## config.mk

```make
export PLATFORM = sky130hd
export DESIGN_NAME = c8_alu
export DESIGN_NICKNAME = d
export VERILOG_FILES = /design/src/hdl/c8_pkg.sv /design/src/hdl/c8_alu.sv
export SDC_FILE = /design/constraint.sdc
export NUM_CORES = 1
export LEC_CHECK = 0
export ABC_CLOCK_PERIOD_IN_PS = 9600
export BUFFER_PORTS_ARGS = -buffer_cell sky130_fd_sc_hd__buf_2
export CORE_ASPECT_RATIO = 0.6
export CORE_MARGIN = 2
export CORE_UTILIZATION = 49
export DETAILED_ROUTE_END_ITERATION = 10
export PLACE_DENSITY = 0.83
export SLEW_MARGIN = 20
export SYNTH_ARGS = -nofsm -noshare
export SYNTH_HDL_FRONTEND = slang
export SYNTH_SLANG_ARGS = --single-unit
```

## constraint.sdc

```tcl
create_clock -name vclk -period 9.6
set_input_delay 2.88 -clock vclk [all_inputs]
set_output_delay 2.88 -clock vclk [all_outputs]
set_load 0.02 [all_outputs]
```

## src/hdl/c8_pkg.sv

```systemverilog
// Shared types, codes and constants for the CHIP-8 instruction core.
// Used by c8_alu and chip8_instruction_core; depends on nothing.
`timescale 1ns / 1ps
package c8_pkg;

	localparam int MemAw   = 12;
	localparam int ScrAw   = 8;
	localparam logic [11:0] PcReset = 12'h200;
	localparam logic [15:0] OpCls   = 16'h00E0;
	localparam logic [15:0] OpRet   = 16'h00EE;

	typedef enum logic [1:0] {
		FN_MEM_WR  = 2'd0,
		FN_EXEC    = 2'd1,
		FN_SCR_RD  = 2'd2,
		FN_REG_RD  = 2'd3
	} func_t;

	typedef enum logic [3:0] {
		ALU_MOV, ALU_OR, ALU_AND, ALU_XOR, ALU_ADD,
		ALU_SUB, ALU_SHR, ALU_RSB, ALU_SHL
	} alu_op_t;

	typedef struct packed {
		logic [7:0] val;
		logic       flag;
		logic       eq;
	} alu_res_t;

	typedef enum logic [4:0] {
		ST_INIT, ST_IDLE, ST_SCR_RD, ST_F_HI, ST_F_LO, ST_F_OP, ST_RD_X, ST_RD_Y,
		ST_EXEC, ST_CLS, ST_D_MEM, ST_D_MWAIT, ST_D_RA, ST_D_WA, ST_D_WB, ST_D_END,
		ST_DONE
	} state_t;

	typedef struct packed {
		logic [1:0]  func;
		logic [11:0] address;
		logic [7:0]  data;
	} cmd_t;

	typedef struct packed {
		logic [11:0] program_counter;
		logic [15:0] executed_opcode;
		logic [7:0]  read_data;
		logic        draw_done;
		logic        collision;
		logic        unknown_op;
	} res_t;

endpackage

```

## src/hdl/c8_alu.sv

```systemverilog
// Shared 8-bit arithmetic, logic, shift and compare unit.
// Depends on c8_pkg.
`timescale 1ns / 1ps
module c8_alu import c8_pkg::*; (
	input  alu_op_t    op,
	input  logic [7:0] a,
	input  logic [7:0] b,
	output alu_res_t   res
);
	logic [8:0] sum;
	logic [8:0] dif;
	logic [8:0] rdif;

	always_comb begin
		sum  = {1'b0, a} + {1'b0, b};
		dif  = {1'b0, a} - {1'b0, b};
		rdif = {1'b0, b} - {1'b0, a};
		res.eq   = (a == b);
		res.flag = 1'b0;
		res.val  = b;
		case (op)
			ALU_MOV: res.val = b;
			ALU_OR:  res.val = a | b;
			ALU_AND: res.val = a & b;
			ALU_XOR: res.val = a ^ b;
			ALU_ADD: begin
				res.val  = sum[7:0];
				res.flag = sum[8];
			end
			ALU_SUB: begin
				res.val  = dif[7:0];
				res.flag = ~dif[8];
			end
			ALU_SHR: begin
				res.val  = {1'b0, a[7:1]};
				res.flag = a[0];
			end
			ALU_RSB: begin
				res.val  = rdif[7:0];
				res.flag = ~rdif[8];
			end
			ALU_SHL: begin
				res.val  = {a[6:0], 1'b0};
				res.flag = a[7];
			end
			default: res.val = b;
		endcase
	end
endmodule

```

Yosys cells after proc, flatten, opt, wreduce, memory -nomap -nowiden
Cells that the tools add are included.
- flip-flop bits (word level): 0
- output and inout port bits: 10
- word-level logic and storage cells: 19
- add/subtract/negate cells: 3
- equal/unequal tests: 9
- mux-type cells: 2
- bitwise operators: 5
- operators by type and width (operator ; number):
    8-bit one-hot mux with 8 select lines ; 1
    8-bit by 8-bit subtractor with 9-bit output ; 2
    4-bit by 3-bit == test with 1-bit output, second input constant ; 4
    8-bit by 8-bit adder with 9-bit output ; 1
    8-bit AND ; 1
    4-bit by 2-bit == test with 1-bit output, second input constant ; 2
    8-bit == test ; 1
    8-bit OR ; 1
    8-bit XOR ; 1
    1-bit one-hot mux with 5 select lines ; 1
    4-bit by 1-bit == test with 1-bit output, second input constant ; 1
    4-bit == test, second input constant ; 1
    1-bit inverter ; 2

Depth between registers and ports, before layout
Gate-level depths: netlist of run 1.
- word-level depth: 3
- gate-level depth with buffers: 9
- mapped depth without buffers: 9

Worst setup path before layout of run 1
No wires, ideal clock.
- path kind: input-to-output
- start point: in a[1]
- end point: out res[9] in the netlist's numbering
- arrival time: 4621 ps
- data required time: 6720 ps
- setup slack: 2099 ps
- stages: 8
- buffers on the path: 0
- cells stage by stage: inv_1 > ha_1 > a2111oi_0 > o31ai_1 > a21oi_1 > xnor2_1 > nand2_1 > a31oi_1
- RTL lines (what ; RTL line ; RTL):
    start, declared ; c8_alu.sv:6 ; input logic [7:0] a,
    end, declared ; c8_alu.sv:8 ; output alu_res_t res

==> metrics.log, run 1 <==
INFO  metric run_status = completed
INFO  metric worst_slew_margin_rel = 31.8%
INFO  metric critical_path_maximum_fanout = 7
INFO  metric power_density = slightly below 60 nW/um^2
INFO  metric grt_start_max_net_pins = 29
INFO  metric grt_setup_unrepaired = no
INFO  metric cp.required = 6.72 ns
INFO  metric layout.sequential_cells = 0
INFO  metric post_drt_wl_per_cell = 18.0 um
INFO  metric layout.cells.most_common_list = ha_1, buf_2, inv_1, nor2_1, a21oi_1
INFO  metric diodes = 0
INFO  metric n_clock_buffer = 0
INFO  metric setup_viol = 0
INFO  metric routed_via_density = approximately 6.5
INFO  metric grt_pass1_vias = ~1900
INFO  metric final_core_utilization = 54.0%
INFO  metric worstSetupStartpointType = primary input
INFO  metric detailed_placer_s_ending_hpwl = 4550 um
INFO  metric class_of_the_worst_hold_path = in -> out
INFO  metric post_cts.repair.setup_buffers = 0
INFO  metric synth_seq_area_share = 0%
INFO  metric layout.cells.most_common = ha_1
INFO  metric ctsHoldBuffers = 0
INFO  metric ir_drop = 0.0000380 V
INFO  metric gp_congestion = 0.996
INFO  metric drt_first_pass_iters = 5
INFO  metric drtIter0Drc = 239
INFO  metric yosys_warnings = 0
INFO  metric worst_setup_path_end_kind = output pin
INFO  metric antenna_found_initial = 0
INFO  metric remaining_drc_errors = 0
INFO  metric synthesis.area_per_instance = 7.01 um^2
INFO  metric worstSetupPathType = in -> out
INFO  metric dieWidth = ~83 um
INFO  metric fin_crit_sh = 82.9%
INFO  metric final_wirelength = 5800 um
INFO  metric areaGrowthSynthToFinish = 6.95%
INFO  metric finalHoldViolations = 0
INFO  metric grt_use_total = 27.0%
INFO  metric syn-cell-area = 1840 um^2
INFO  metric critPathArrivalTime = 5.08 ns
INFO  metric max-cap-violations = 0
INFO  metric port-buffer-count = 30
INFO  metric antenna_left = 0
INFO  metric row_count = 17
INFO  metric initial_standard_cell_utilization_of_the_core = 50.5%
INFO  metric wire_length_of_the_first_global_routing_pass = between 9000 and 10000 um
INFO  metric cts_resized = 0
INFO  metric fp.coreArea = 3640 um^2
INFO  metric synthesis.instances = between 200 and 300
INFO  metric clock.fmax = between 0.1 and 0.15 GHz
INFO  metric max_transition_viols_final = 0
INFO  metric dr_total_vias = 2101
INFO  metric footprint_of_the_flip_flops_and_latches = 0 um^2
INFO  metric floorplan.die_area = 4270 um^2
INFO  metric syn-num-nets = 319
INFO  metric final_layout_size_suffix_gt1_share = 14.1%
INFO  metric die_y_extent = about 50 um
INFO  metric yosysUniqueCellTypes = 54
INFO  metric setup_tns = 0 ns
INFO  metric power_leakage = 0.882 nW
INFO  metric grt_overflow = 0
INFO  metric finish.net_count = 335
INFO  metric final_critical_period = 7.96 ns
INFO  metric top_level_ports = 30
INFO  metric worstMarginPinSlew = about 1.0 ns
==> where the power goes <==
group          switching, W  internal, W
clock                     0            0
combinational     0.0000706    0.0000431
sequential                0            0
total             0.0000706    0.0000431
==> worst paths after layout <==
kind | slack (ns) | startpoint | end | depth (start not counted)
worst max-delay path | 1.64 | a[1] | res[7] | 10
worst min-delay path | 6.15 | b[3] | res[5] | 3
==> cell type report <==
type / instances / area, um^2
Tap cell: 47 / 58.8
Fill cell: 361 / 1670
Multi-Input combinational cell: 220 / 1650
Inverter: 26 / 103
Timing Repair Buffer: 30 / 150
==> metal layers <==
metal | share of wire, % | global-route usage [%] | vias to the layer above | wire (um)
met5 | 0 | 0 | - | 0
met1 | 47 | 40.8 | 961 | 2730
met4 | 0.28 | 1.37 | 0 | 16
li1 | - | - | 999 | -
met3 | 14 | 7.27 | 2 | 828
met2 | 38 | 39.5 | 139 | 2230
==> logic make-up after synthesis <==
kind of cell / Yosys count / synth area share (%)
AOI/OAI and AO/OA: 91 / 34.6
and+or+nand+nor: 79 / 21.7
buffers and inverters: 42 / 10.0
adders and majority gates: 37 / 26.4
xor gates and xnor gates: 8 / 3.82
muxes: 5 / 3.41
==> through the flow <==
step	cells	power, W	setup slack, ns	area (um^2)	hold slack (ns)
final	323	0.000114	1.64	1960	6.15
after global routing	323	0.000123	1.42	1960	6.18
after CTS	323	0.000111	1.69	1960	6.16
after detailed placement	323	0.000110	1.70	1960	6.15
after global placement	323	0.000110	1.67	1960	6.14
after floorplan	262	0.0000809	2.10	1840	5.94
==> critical path, cell delays in order <==
cell      delay [ns]
buf_2           0.19
inv_1           0.12
ha_1            0.37
or2_2           0.32
a211oi_1        0.35
o31ai_1         0.14
xnor2_1         0.15
o22ai_1         0.09
o32a_1          0.31
buf_2           0.16
==> cells in the mapped netlist, drive strengths merged, types with 5 or more instances <==
cell type	number	share of area, %
o21ai	14	3.8
o31ai	6	2.5
a221oi	6	2.9
ha	34	23
buf	10	3.2
nor3	14	4.1
xnor2	8	3.8
a21oi	17	4.6
a31oi	7	2.4
nand3	6	1.6
a22oi	7	2.9
clkbuf	6	1.2
nand2	16	3.3
nor2b	5	1.8
inv	26	5.6
nor2	19	3.9
No activity file was read; power rests on OpenSTA's default activity.
==> inputs of run 2 (changes only) <==
--- a/config.mk
+++ b/config.mk
@@ -5,13 +5,13 @@
 export SDC_FILE = /design/constraint.sdc
 export NUM_CORES = 1
 export LEC_CHECK = 0
-export ABC_CLOCK_PERIOD_IN_PS = 9600
+export ABC_CLOCK_PERIOD_IN_PS = 7000
 export BUFFER_PORTS_ARGS = -buffer_cell sky130_fd_sc_hd__buf_2
 export CORE_ASPECT_RATIO = 0.6
 export CORE_MARGIN = 2
 export CORE_UTILIZATION = 49
 export DETAILED_ROUTE_END_ITERATION = 10
-export PLACE_DENSITY = 0.83
+export PLACE_DENSITY = 0.86
 export SLEW_MARGIN = 20
 export SYNTH_ARGS = -nofsm -noshare
 export SYNTH_HDL_FRONTEND = slang
==> constraint.sdc (replaced) <==
create_clock -name vclk -period 7
set_input_delay 2.1 -clock vclk [all_inputs]
set_output_delay 2.1 -clock vclk [all_outputs]
set_load 0.02 [all_outputs]
==> run 2 against run 1 <==
- largest power group unchanged
- worst setup slack worse by 1.1 ns
- cell area up 0.38%
- via count up 1.9%
- global-route usage up 2.2 points
- combinational power up 39%
- critical path depth unchanged
- largest cell class unchanged
- die area unchanged
- cell count up 0.31%
- utilization up 0.21 points
- sequential cell count unchanged
==> metrics.log, run 2 (synthesized netlist as in run 1, its figures left out) <==
INFO  metric fp.coreArea = 3640 um^2 (unchanged)
INFO  metric post_drt_wl_per_cell = 18.9 um (+5.2%)
INFO  metric cts_resized = 0 (unchanged)
INFO  metric run_status = completed
INFO  metric top_level_ports = 30 (unchanged)
INFO  metric routed_via_density = 6.61 (+1.6%)
INFO  metric worst_setup_path_end_kind = output pin
INFO  metric areaGrowthSynthToFinish = 7.36%
INFO  metric gp_congestion = 1.00 (+0.72%)
INFO  metric max_transition_viols_final = 0 (unchanged)
INFO  metric die_y_extent = 51.4 um (unchanged)
INFO  metric power_density = 80.5 nW/um^2 (+39%)
INFO  metric n_clock_buffer = 0 (unchanged)
INFO  metric class_of_the_worst_hold_path = in -> out
INFO  metric fin_crit_sh = 92.3%
INFO  metric layout.cells.most_common_list = ha_1, buf_2, inv_1, nor2_1, a21oi_1
INFO  metric worstSetupStartpointType = primary input
INFO  metric finalHoldViolations = 0 (unchanged)
INFO  metric final_layout_size_suffix_gt1_share = 14.4% (+0.31 points)
INFO  metric ir_drop = 0.0000404 V (+6.2%)
INFO  metric drt_first_pass_iters = 6 (+1)
INFO  metric dr_total_vias = 2141 (+1.9%)
INFO  metric worstSetupPathType = in -> out
INFO  metric detailed_placer_s_ending_hpwl = 4830 um (+6.2%)
INFO  metric n_fill_cell = 376 (+4.2%)
INFO  metric port-buffer-count = 30 (unchanged)
INFO  metric critPathArrivalTime = 4.36 ns (-0.72 ns)
INFO  metric power_leakage = 0.887 nW (+0.55%)
INFO  metric post_cts.repair.setup_buffers = 0 (unchanged)
INFO  metric antenna_left = 0 (unchanged)
INFO  metric setup_tns = 0 ns (unchanged)
INFO  metric remaining_drc_errors = 0 (unchanged)
INFO  metric worst_slew_margin_rel = 52.6% (+21 points)
INFO  metric floorplan.die_area = 4270 um^2 (unchanged)
INFO  metric grt_start_max_net_pins = 29 (unchanged)
INFO  metric initial_standard_cell_utilization_of_the_core = 50.5% (unchanged)
INFO  metric row_count = 17 (unchanged)
INFO  metric final_wirelength = 6120 um (+5.5%)
INFO  metric pre_cts_ws = 0.600 ns (-1.10 ns)
INFO  metric max-cap-violations = 0 (unchanged)
INFO  metric crit_start = a[1]
INFO  metric ctsHoldBuffers = 0 (unchanged)
INFO  metric finish.net_count = 336 (+0.30%)
INFO  metric footprint_of_the_flip_flops_and_latches = 0 um^2 (unchanged)
INFO  metric wire_length_of_the_first_global_routing_pass = 9980 um (+5.7%)
INFO  metric dieWidth = 83.0 um (unchanged)
INFO  metric grt_use_total = 29.2% (+2.2 points)
INFO  metric final_critical_period = approximately 6.5 ns
INFO  metric post-route-worst-setup-slack = 0.540 ns (-1.10 ns)
INFO  metric layout.sequential_cells = 0 (unchanged)
INFO  metric critical_path_maximum_fanout = 7 (unchanged)
INFO  metric grt_pass1_vias = 1936 (+3.6%)
INFO  metric grt_setup_unrepaired = no
INFO  metric grt_overflow = 0 (unchanged)
INFO  metric clock.fmax = 0.155 GHz
INFO  metric worstMarginPinSlew = 0.710 ns (-0.313 ns)
INFO  metric setup_viol = 0 (unchanged)
INFO  metric timing.critical_path.to = res[7]
INFO  metric cp.required = 4.90 ns (-1.82 ns)
INFO  metric antenna_found_initial = 0 (unchanged)
INFO  metric post-layout-total-power = 0.000159 W (+39%)
INFO  metric layout.cells.most_common = ha_1
INFO  metric diodes = 0 (unchanged)
INFO  metric drtIter0Drc = 362 (+51%)
==> run 2: routing by layer <==
layer / vias to the layer above / track usage [%] / part of all wire [%]
met2: 170 / 42.3 / 38
met1: 963 / 46.3 / 46
met4: 0 / 2.46 / 1.0
li1: 997 / - / -
met5: - / 0 / 0
met3: 11 / 4.04 / 15
==> run 2: worst min-delay path by stage <==
stage	start	endpoint	slack (ns)	depth (start not counted)
6_report	b[0]	res[2]	4.58	3
4_1_cts	b[0]	res[2]	4.59	3
3_3_place_gp	b[0]	res[2]	4.58	3
3_5_place_dp	b[0]	res[2]	4.58	3
2_1_floorplan	b[6]	res[8]	4.38	2
5_1_grt	b[0]	res[2]	4.60	3
==> run 2: power breakdown <==
group | switching [W] | internal, W
registers | 0 | 0
logic | 0.0000987 | 0.0000599
clock network | 0 | 0
total | 0.0000987 | 0.0000599
==> run 2: final cells by class <==
| type | count | area [um^2] | share of cell area [%] |
|---|---|---|---|
| Multi-Input combinational cell | 220 | 1650 | 83.8 |
| Inverter | 26 | 103 | 5.21 |
| Tap cell | 47 | 58.8 | 2.98 |
| Timing Repair Buffer | 31 | 158 | 8.00 |
==> run 2: metrics by stage <==
stage,hold WS (ns),instances,cell area [um^2],utilization [%]
floorplan,4.38,262,1840,-
global placement,4.58,324,1970,54.2
detailed placement,4.58,324,1970,54.2
CTS,4.59,324,1970,54.2
global route,4.60,324,1970,54.2
finish,4.58,324,1970,54.2
==> run 2: critical path, stage by stage <==
cell and delay [ns]:
buf_2 0.20, inv_1 0.13, ha_1 0.37, a2111oi_0 0.58, nor3_1 0.13, nor2_1 0.14
xnor2_1 0.14, nor2_1 0.08, o32a_1 0.33, buf_2 0.16
